**config.mk**
```make
export PLATFORM = sky130hd
export DESIGN_NAME = wtsd_eval
export DESIGN_NICKNAME = d
export VERILOG_FILES = /design/src/sv/wtsd_pkg.sv /design/src/sv/wtsd_eval.sv
export SDC_FILE = /design/constraint.sdc
export NUM_CORES = 1
export LEC_CHECK = 0
export BUFFER_PORTS_ARGS = -buffer_cell sky130_fd_sc_hd__buf_2
export CELL_PAD_IN_SITES_DETAIL_PLACEMENT = 1
export CELL_PAD_IN_SITES_GLOBAL_PLACEMENT = 2
export CORE_MARGIN = 2
export CORE_UTILIZATION = 40
export CTS_BUF_LIST = sky130_fd_sc_hd__clkbuf_4 sky130_fd_sc_hd__clkbuf_8 sky130_fd_sc_hd__clkbuf_16
export DETAILED_ROUTE_END_ITERATION = 6
export GPL_ROUTABILITY_DRIVEN = 1
export PLACE_DENSITY = 0.75
export SLEW_MARGIN = 25
export SYNTH_ARGS = -nofsm -noshare
export SYNTH_HDL_FRONTEND = slang
export SYNTH_SLANG_ARGS = --single-unit
```
**constraint.sdc**
```tcl
create_clock -name clk -period 10.5 [get_ports clk]
set_input_delay 0.525 -clock clk [delete_from_list [all_inputs] [get_ports clk]]
set_output_delay 0.525 -clock clk [all_outputs]
set_load 0.005 [all_outputs]
```
**src/sv/wtsd_pkg.sv**
```systemverilog
// ----------------------------------------------------------------------------
// wtsd_pkg
// Shared types and fixed field widths for the weighted tardiness subset DP.
// ----------------------------------------------------------------------------
package wtsd_pkg;

  localparam int PROC_W   = 10;
  localparam int WEIGHT_W = 8;
  localparam int DUE_W    = 16;
  localparam int VALUE_W  = 32;
  localparam int IN_DATA_W = 40;

  typedef enum logic [3:0] {
    S_IDLE,
    S_INIT,
    S_SUM,
    S_CAND,
    S_DRAIN,
    S_WRITE,
    S_BREAD,
    S_BSTORE,
    S_EMIT_COST,
    S_EMIT_JOB
  } state_t;

  // control from the sequencer to the evaluation datapath
  typedef struct packed {
    logic load;       // store the incoming job
    logic sum_en;     // accumulate completion time
    logic sum_first;  // first step of the sum pass, also clears the minimum
    logic issue;      // candidate issue step
  } eval_ctl_t;

endpackage

```
**src/sv/wtsd_eval.sv**
```systemverilog
// ----------------------------------------------------------------------------
// wtsd_eval
// Job register file, completion-time sum, tardiness term and running minimum.
// ----------------------------------------------------------------------------
module wtsd_eval
  import wtsd_pkg::*;
#(
  parameter int MAX_JOBS  = 12,
  parameter int COST_BITS = 32
) (
  input  logic                 clk,
  input  logic                 rst_n,
  input  eval_ctl_t            ctl,
  input  logic [(MAX_JOBS > 1 ? $clog2(MAX_JOBS) : 1)-1:0] wr_idx,
  input  logic [PROC_W-1:0]    wr_time,
  input  logic [WEIGHT_W-1:0]  wr_weight,
  input  logic [DUE_W-1:0]     wr_due,
  input  logic [(MAX_JOBS > 1 ? $clog2(MAX_JOBS) : 1)-1:0] j_idx,
  input  logic                 member,
  input  logic [COST_BITS-1:0] cost_rdata,
  output logic [COST_BITS-1:0] best_cost,
  output logic [(MAX_JOBS > 1 ? $clog2(MAX_JOBS) : 1)-1:0] best_j
);

  localparam int JW = (MAX_JOBS > 1) ? $clog2(MAX_JOBS) : 1;
  localparam int CW = $clog2(MAX_JOBS * ((1 << PROC_W) - 1) + 1);
  localparam int DW = (CW > DUE_W) ? CW : DUE_W;
  localparam int PW = DW + WEIGHT_W;
  localparam int XW = (PW > COST_BITS) ? PW : COST_BITS;

  logic [PROC_W-1:0]   time_r   [MAX_JOBS];
  logic [WEIGHT_W-1:0] weight_r [MAX_JOBS];
  logic [DUE_W-1:0]    due_r    [MAX_JOBS];

  logic [CW-1:0]        c_r;
  logic                 p_valid_r;
  logic [JW-1:0]        p_j_r;
  logic [COST_BITS-1:0] term_r;
  logic                 have_r;
  logic [COST_BITS-1:0] best_r;
  logic [JW-1:0]        best_j_r;

  logic [COST_BITS-1:0] lim;
  logic [DW-1:0]        c_x, d_x, diff;
  logic [PW-1:0]        prod;
  logic [XW-1:0]        prod_x;
  logic [COST_BITS-1:0] term;
  logic [COST_BITS:0]   sum;
  logic [COST_BITS-1:0] cand;
  logic                 take;

  always_comb begin
    lim    = {COST_BITS{1'b1}};
    c_x    = DW'(c_r);
    d_x    = DW'(due_r[j_idx]);
    diff   = (c_x > d_x) ? (c_x - d_x) : '0;
    prod   = PW'(diff) * PW'(weight_r[j_idx]);
    prod_x = XW'(prod);
    term   = (prod_x > XW'(lim)) ? lim : COST_BITS'(prod_x);
    // saturating add of the term and the cost of the subset without j
    sum    = {1'b0, term_r} + {1'b0, cost_rdata};
    cand   = sum[COST_BITS] ? lim : sum[COST_BITS-1:0];
    take   = p_valid_r && (!have_r || (cand < best_r));
  end

  always_ff @(posedge clk) begin
    if (ctl.load) begin
      time_r[wr_idx]   <= wr_time;
      weight_r[wr_idx] <= wr_weight;
      due_r[wr_idx]    <= wr_due;
    end
    if (ctl.sum_en) begin
      c_r <= (ctl.sum_first ? '0 : c_r) + (member ? CW'(time_r[j_idx]) : '0);
    end
    if (ctl.issue) begin
      p_j_r  <= j_idx;
      term_r <= term;
    end
    if (take) begin
      best_r   <= cand;
      best_j_r <= p_j_r;
    end
  end

  always_ff @(posedge clk) begin
    if (!rst_n) begin
      p_valid_r <= 1'b0;
      have_r    <= 1'b0;
    end else begin
      p_valid_r <= ctl.issue && member;
      if (ctl.sum_en && ctl.sum_first) begin
        have_r <= 1'b0;
      end else if (take) begin
        have_r <= 1'b1;
      end
    end
  end

  assign best_cost = best_r;
  assign best_j    = best_j_r;

endmodule

```
==> out/metrics.yaml, run 1 <==
muxShareOfSynthArea_pct: 10.59
post-route-min-period_ps: 8902
seq_area_frac_synth_pct: 57.27
vias_per_cell: 5.447
max_slew.worst_pin.slew_ps: 1100
grt_pass1_vias: 16760
cts_setup_buffers: 0
core_area_mm2: 0.06308
crit_slowest_cell: "a221oi_4"
drt-total-wl_um: 63780
syn-instance-count: 1773
overflow: 0
fillers: 6424
tns_ps: 0
synthDistinctLibCells: 59
hold_ws_ps: 204.3
synth_edf_count: 486
place_congestion: 0.8296
ioPinCount: 117
drt_iter0_markers: 906
start_util_pct: 40.51
crit_cells: 28
grt.total_usage_pct: 19.34
yosys_warnings: 0
criticalPathCategory: "primary input to flop"
whs_endpoint: "have_r"
synth_most_common_cell: "edfxtp_1"
start_kind: "primary input"
rsz0062_at_grt: "false"
synth_area_leaders: "edfxtp_1, mux4_2, fa_1, ha_1, inv_1"
regArea_mm2: 0.01463
powerDensity_mw_per_mm2: 179.8
yosys.area_share.simple_pct: 7.933
timing.critical_path.required_ps: 10850
ir_drop_uv: 143.4
fp.dieH_um: 256.7
die_w_um: 256.7
ys_ff_latch: 488
via_count: 15230
async_flop_share_pct: 0
final_nets: 2201
wire_per_inst_um: 22.81
maxCapViolations: 0
grt_max_degree: 49
arrival_ps: 9250
regToRegStartpoint: "due_r[3][2]"
yosysTopAreaCellShare_pct: 57.11
path_max_fanout: 48
synth_top_family_by_area: "adder cells"
synthTopCellsByCount: "edfxtp_1, inv_1, ha_1"
path_delay_family: "compound AO/OA/AOI/OAI gates"
first_pass_iters: 5
syn_area_mm2: 0.02555
clock-sinks: 488
slew_violations: 0
synth_xor_area_share_pct: 1.851
ys.flop_type: "edfxtp_1"
drive_gt1_share_pct: 18.78
cp_num_buf_inv: 4
antenna_found_initial: 6
min_path_cells: 3
clk_pin_slew_worst_paths_ps: 70
min-delay-start: "rst_n"
post_cts_resized: 0
fin_util_pct: 45.84
setup_viol: 0
cts_max_level: 2
total_leakage_power_nw: 10.73
worst_slew_margin_rel_pct: 26.17
skew_ps: 44.16
hold_buffers: 0
worstHoldPathType: "primary input to flop"
r2r_cells: 27
rr_endpoint: "term_r[23]"
final_area_mm2: 0.02892
hold_viol: 0
max_freq_mhz: 112.3
syn2layout_area_growth_pct: 13.16
ff2ff_setup_slack_ps: 1890
synthAdderAreaFrac_pct: 12.84
post-dp-hpwl_um: 43620
grt_pass1_wl_um: 97720
synth_compound_area_share_pct: 5.891
finalPower_mw: 5.198
dpl_cell_area_mm2: 0.02727
drc: 0
synth_largest_area_cell: "edfxtp_1"
die_area_mm2: 0.06592
end_kind: "flop"
rows: 92
period_share_pct: 84.78
avgSynthCellArea_um2: 14.41
portBuffers: 116
ctsRootBufferMaster: "clkbuf_16"
antenna_left: 0
cts-buffers-inserted: 52
clk_path_buf_depth: 3
outcome: "complete, no violations"
multiInputGateArea_mm2: 0.01015
cts_tree: "yes"
slowest_delay_ps: 840
clk_latency_ps: 610
routing by layer:
metal / track usage (%) / routed length, um
met1: 24.97 / 27490
met3: 2.906 / 2344
met2: 33.68 / 32340
met4: 5.814 / 1551
met5: 0 / 52
worst max path at each step:
stage | endpoint | startpoint | slack, ps
floorplan | term_r[23] | j_idx[0] | 1220
global placement | term_r[23] | j_idx[0] | 1220
detailed placement | term_r[23] | j_idx[0] | 1010
CTS | term_r[23] | j_idx[0] | 1630
global route | term_r[23] | j_idx[0] | 980
finish | term_r[23] | j_idx[0] | 1600
metrics by stage:
| stage | setup WS (ps) | cells |
|---|---|---|
| after detailed placement | 1008 | 2702 |
| final | 1598 | 2796 |
| after floorplan | 1219 | 1779 |
| after CTS | 1627 | 2795 |
| after global placement | 1219 | 2702 |
| after global routing | 975.3 | 2796 |
worst reg2reg max path: cells and delay by family, from the launching register on:
family | cells | cell delay [ps]
flip-flops | 1 | 390
XOR/XNOR | 1 | 80
AND/OR/NAND/NOR | 5 | 650
AO/OA/AOI/OAI | 10 | 3270
buffers and inverters | 3 | 560
adder cells (fa/ha/maj) | 6 | 2810
multiplexers | 2 | 620
power by group:
| group | leakage, nW | internal, mW | switching (mW) |
|---|---|---|---|
| clock | 0.803 | 0.998 | 0.762 |
| sequential | 4.46 | 2.26 | 0.0371 |
| combinational | 5.47 | 0.434 | 0.706 |
| total | 10.7 | 3.69 | 1.50 |
flip-flops by register name, summed over array words and instances (netlist names):
name / flops
have_r: 1
time_r: 120
c_r: 14
p_valid_r: 1
weight_r: 96
term_r: 24
due_r: 192
best_j: 4
best_cost: 32
p_j_r: 4
cells in the final DEF (no fill, tap or decap), drive strengths merged, types with 18 or more instances in the layout:
| cell type | netlist | layout |
|---|---|---|
| a21oi | 85 | 85 |
| buf | 27 | 143 |
| clkbuf | 39 | 65 |
| clkinv | 0 | 18 |
| edfxtp | 486 | 486 |
| fa | 87 | 87 |
| ha | 123 | 123 |
| inv | 172 | 175 |
| mux2i | 34 | 34 |
| mux4 | 99 | 99 |
| nand2 | 65 | 65 |
| nor2 | 75 | 75 |
| nor2b | 26 | 26 |
| nor3 | 100 | 100 |
| o21ai | 43 | 43 |
| or3 | 30 | 30 |
| xnor2 | 38 | 38 |
logic make-up (layout without fill, tap and decap cells):
| logic type | count (synthesis) | after routing |
|---|---|---|
| compound gates | 236 | 236 |
| other cells | 2 | 9 |
| fa+ha+maj | 210 | 210 |
| buf+inv | 238 | 408 |
| simple gates | 400 | 400 |
| xor+xnor | 54 | 54 |
| flops | 488 | 488 |
| mux | 145 | 145 |
area by class of cell:
cell class	count	share of cell area, %
flip-flops and latches	488	50.61
multi-input cells	1053	35.11
clock buffers	65	4.838
well taps	846	3.661
repair buffers	143	2.739
inverters	172	2.233
clock inverters	28	0.7962
diodes	1	0.008654
(Power assumes the default switching activity.)
==> run 2: changes to the inputs <==
==> constraint.sdc (replaced) <==
create_clock -name clk -period 9.1 [get_ports clk]
set_input_delay 0.455 -clock clk [delete_from_list [all_inputs] [get_ports clk]]
set_output_delay 0.455 -clock clk [all_outputs]
set_load 0.005 [all_outputs]
==> run 2 against run 1 <==
  * Global-route usage hardly changed
  * Final area is 1.4% higher
  * First-iteration DRC count is 5.7% higher
  * Die area stayed put
  * Critical path depth stayed put
  * Via count is 0.48% lower
  * Worst hold slack worse by 27 ps
  * Critical path type unchanged
  * Critical endpoint unchanged
  * Largest power group unchanged
==> out/metrics.yaml, run 2 (synthesis results as in run 1) <==
outcome: "complete, no violations"
cts_max_level: 2
regMostFlops: "due_r"
final_cells: 2814
vias_per_cell: 5.387
hold_viol: 0
worst_slew_margin_rel_pct: 27.52
max_freq_mhz: 122.5
drt-total-wl_um: 63220
cts_tree: "yes"
top_regs: "due_r: 192 flops, time_r: 120 flops, weight_r: 96 flops"
rr_endpoint: "term_r[23]"
ff2ff_setup_slack_ps: 1080
arrival_ps: 8530
min_path_cells: 1
slew_violations: 0
period_share_pct: 89.73
via_count: 15160
drc: 0
criticalPathCategory: "primary input to flop"
rows: 92
grt_pass1_vias: 16670
min-delay-start: "wr_time[0]"
placedCellCount: 2715
post-route-min-period_ps: 8165
start_util_pct: 40.51
post-dp-hpwl_um: 42990
grt_max_degree: 43
die_area_mm2: 0.06592
die_w_um: 256.7
setup_viol: 0
powerDensity_mw_per_mm2: 215.0
antenna_left: 0
hold_buffers: 0
rsz0062_at_grt: "false"
ioPinCount: 117
final_area_mm2: 0.02932
total_leakage_power_nw: 10.91
portBuffers: 116
antenna_found_initial: 5
crit_slowest_cell: "mux4_2"
grt.total_usage_pct: 19.35
maxCapViolations: 0
end_kind: "flop"
clock-sinks: 488
path_max_fanout: 42
syn2layout_area_growth_pct: 14.73
cp_num_buf_inv: 4
whs_endpoint: "time_r[3][0]"
layout_common_cells: "edfxtp_1, inv_1, ha_1, buf_2, mux4_2"
hold_ws_ps: 177.5
finalPower_mw: 6.303
largest_reg_flops: 192
dpl_cell_area_mm2: 0.02741
fp.dieH_um: 256.7
max_slew.worst_pin.slew_ps: 1073
ir_drop_uv: 177.9
timing.critical_path.required_ps: 9460
regToRegStartpoint: "due_r[5][1]"
worstHoldPathType: "primary input to flop"
slowest_delay_ps: 590
path_delay_family: "compound AO/OA/AOI/OAI gates"
cts-buffers-inserted: 51
ctsRootBufferMaster: "clkbuf_16"
post_cts_resized: 0
tns_ps: 0
final_nets: 2213
crit_cells: 28
core_area_mm2: 0.06308
first_pass_iters: 5
place_congestion: 0.8346
clk_path_buf_depth: 3
drt_iter0_markers: 958
start_kind: "primary input"
layout_commonest_cell: "edfxtp_1"
fin_ws_ps: 934.8
pre_cts_ws_ps: 309.0
fin_util_pct: 46.47
wire_per_inst_um: 22.46
clk_latency_ps: 610
r2r_cells: 28
overflow: 0
cts_setup_buffers: 0
grt_pass1_wl_um: 97770
drive_gt1_share_pct: 19.45
skew_ps: 46.44
clk_pin_slew_worst_paths_ps: 60
==> run 2: changes by cell type in the layout (fill, tap and decap cells not counted), sizes merged <==
cell    previous run  this run
buf              143       156
bufinv             2        13
clkbuf            65        56
diode              1         4
clkinv            18        16
inv              175       177
==> run 2: layer usage <==
metal / GRT usage, % / share of wire, % / vias to the layer above
met5: 0 / 0.021 / -
met3: 2.788 / 3.4 / 92
li1: - / - / 6968
met2: 33.90 / 51 / 239
met4: 5.281 / 2.2 / 2
met1: 25.11 / 43 / 7857
==> run 2: power breakdown <==
part | switching [mW] | internal (mW)
logic | 0.811 | 0.508
clock network | 0.909 | 1.42
registers | 0.0428 | 2.61
total | 1.76 | 4.54
==> run 2: layout make-up <==
cell class	instances	area [um2]
fillers	6397	33760
flip-flops and latches	488	14630
multi-input cells	1053	10150
clock buffers	56	1314
well taps	846	1059
repair buffers	156	927.1
inverters	172	645.6
clock inverters	39	580.6
diodes	4	10.01
==> run 2: worst max-delay path by stage <==
stage | slack, ps | start | to
detailed placement | 310 | j_idx[0] | term_r[23]
global route | 420 | j_idx[0] | term_r[23]
finish | 930 | j_idx[0] | term_r[23]
floorplan | 80 | j_idx[0] | term_r[23]
CTS | 930 | j_idx[0] | term_r[23]
global placement | 500 | j_idx[0] | term_r[23]
==> run 3: changes to the inputs <==
--- a/config.mk
+++ b/config.mk
@@ -8,6 +8,7 @@
 export BUFFER_PORTS_ARGS = -buffer_cell sky130_fd_sc_hd__buf_2
 export CELL_PAD_IN_SITES_DETAIL_PLACEMENT = 1
 export CELL_PAD_IN_SITES_GLOBAL_PLACEMENT = 2
+export CORE_ASPECT_RATIO = 0.8
 export CORE_MARGIN = 2
 export CORE_UTILIZATION = 40
 export CTS_BUF_LIST = sky130_fd_sc_hd__clkbuf_4 sky130_fd_sc_hd__clkbuf_8 sky130_fd_sc_hd__clkbuf_16
==> run 3 against run 2 <==
  * Wire length fell by 1.5%
  * Power shrank 5.4%
  * Sequential share of layout area up 0.54 points
  * Non-clock buffer count increased by 6
  * Worst hold slack worse by 3.7 ps
  * Cell count fell by 0.28%
  * Global-route usage decreased by 0.061 points
  * Flip-flop and latch count unchanged
  * Utilization decreased by 0.36 points
  * Critical endpoint unchanged
==> out/metrics.yaml, run 3 (synthesis results as in run 1) <==
portBuffers: 116
fp.dieH_um: 230.1
syn2layout_area_growth_pct: 13.49
drt-total-wl_um: 62250
powerDensity_mw_per_mm2: 205.6
cts_tree: "yes"
rsz0062_at_grt: "false"
die_area_mm2: 0.06593
post-dp-hpwl_um: 42610
hold_viol: 0
grt_pass1_vias: 16420
die_w_um: 286.6
post-route-min-period_ps: 8422
period_share_pct: 92.55
ctsRootBufferMaster: "clkbuf_16"
rr_endpoint: "term_r[23]"
r2r_cells: 27
layout_commonest_cell: "edfxtp_1"
clk_latency_ps: 590
cts_setup_buffers: 0
grt_pass1_wl_um: 97660
rows: 82
cts-buffers-inserted: 49
clk_path_buf_depth: 3
multiInputGateArea_mm2: 0.01015
largest_reg_flops: 192
overflow: 0
drc: 0
antenna_found_initial: 3
grt.total_usage_pct: 19.29
clk_pin_slew_worst_paths_ps: 60
grt_max_degree: 46
place_congestion: 0.8283
clock-sinks: 488
worstSetupEndpoint: "term_r[23]"
cts_max_level: 2
regArea_mm2: 0.01463
arrival_ps: 8770
fillers: 6320
ff2ff_setup_slack_ps: 870
drt_iter0_markers: 1068
fin_util_pct: 46.11
end_kind: "flop"
ioPinCount: 117
worst_slew_margin_rel_pct: 27.15
tns_ps: 0
via_count: 15150
timing.critical_path.required_ps: 9450
hold_buffers: 0
antenna_left: 0
regToRegStartpoint: "due_r[7][8]"
final_nets: 2217
regMostFlops: "due_r"
drive_gt1_share_pct: 19.24
setup_viol: 0
top_regs: "due_r: 192 flops, time_r: 120 flops, weight_r: 96 flops"
criticalPathCategory: "primary input to flop"
skew_ps: 16.89
core_area_mm2: 0.06289
wire_per_inst_um: 22.18
max_slew.worst_pin.slew_ps: 1085
maxCapViolations: 0
first_pass_iters: 5
slew_violations: 0
layout_common_cells: "edfxtp_1, inv_1, ha_1, buf_2, mux4_2"
post_cts_resized: 0
worstHoldPathType: "primary input to flop"
total_leakage_power_nw: 10.79
path_max_fanout: 45
crit_start: "j_idx[0]"
outcome: "complete, no violations"
max_freq_mhz: 118.7
start_util_pct: 40.63
start_kind: "primary input"
ir_drop_uv: 168.8
vias_per_cell: 5.398
## run 3: area by class of cell
type / count / share of cell area [%]
Sequential cell: 488 / 50.46
Multi-Input combinational cell: 1053 / 34.99
Clock buffer: 60 / 4.573
Tap cell: 840 / 3.624
Timing Repair Buffer: 162 / 3.223
Inverter: 172 / 2.226
Clock inverter: 30 / 0.8931
Antenna cell: 1 / 0.008629
## run 3: report_power, final
part	switching (mW)	internal, mW	total [mW]
logic	0.815	0.509	1.32
registers	0.0394	2.61	2.65
clock network	0.863	1.13	1.99
## run 3: how the worst min path moves through the flow
stage | from | end | slack, ps | cells past startpoint
4_1_cts | rst_n | p_valid_r | 130 | 2
6_report | rst_n | p_valid_r | 170 | 2
2_1_floorplan | p_j_r[0] | best_j[0] | 400 | 0
3_3_place_gp | p_j_r[3] | best_j[3] | 410 | 0
5_1_grt | rst_n | p_valid_r | 150 | 2
3_5_place_dp | p_j_r[1] | best_j[1] | 410 | 0
## run 3: routing by layer
layer	part of all wire [%]	GRT usage, %	wire length (um)	up-vias
li1	-	-	-	6969
met5	0.043	0	27	-
met1	46	27.21	28940	7749
met4	2.3	5.154	1424	4
met2	46	30.69	28710	338
met3	5.1	3.601	3146	86
## run 3: stage by stage
step | cell area [um2] | power (mW) | setup WS [ps] | hold WS (ps) | cells
after global routing | 29000 | 6.267 | 95.42 | 150.3 | 2805
after global placement | 27410 | 3.988 | 210.4 | 407.5 | 2715
final | 29000 | 5.963 | 678.1 | 173.8 | 2806
after CTS | 29000 | 6.017 | 610.0 | 134.9 | 2805
after floorplan | 25580 | 3.581 | 75.58 | 400.3 | 1779
after detailed placement | 27410 | 4.024 | 9.306 | 406.3 | 2715
## run 3: worst max-delay path: stages
cell and delay, ps:
buf_6 470, mux4_2 580, mux2i_1 140, nor2_1 50
a21oi_1 240, ha_1 330, nand2b_1 90, a21boi_0 100
o21ai_0 330, a21oi_1 130, a311o_1 420, a221oi_4 760
buf_4 430, nor3_1 130, fa_1 540, fa_1 530
fa_1 540, inv_1 50, fa_1 520, inv_1 40
ha_1 350, and3_1 180, a21oi_1 170, nand4_1 170
a41oi_2 380, o311ai_0 220, a21oi_1 210, xnor2_1 70
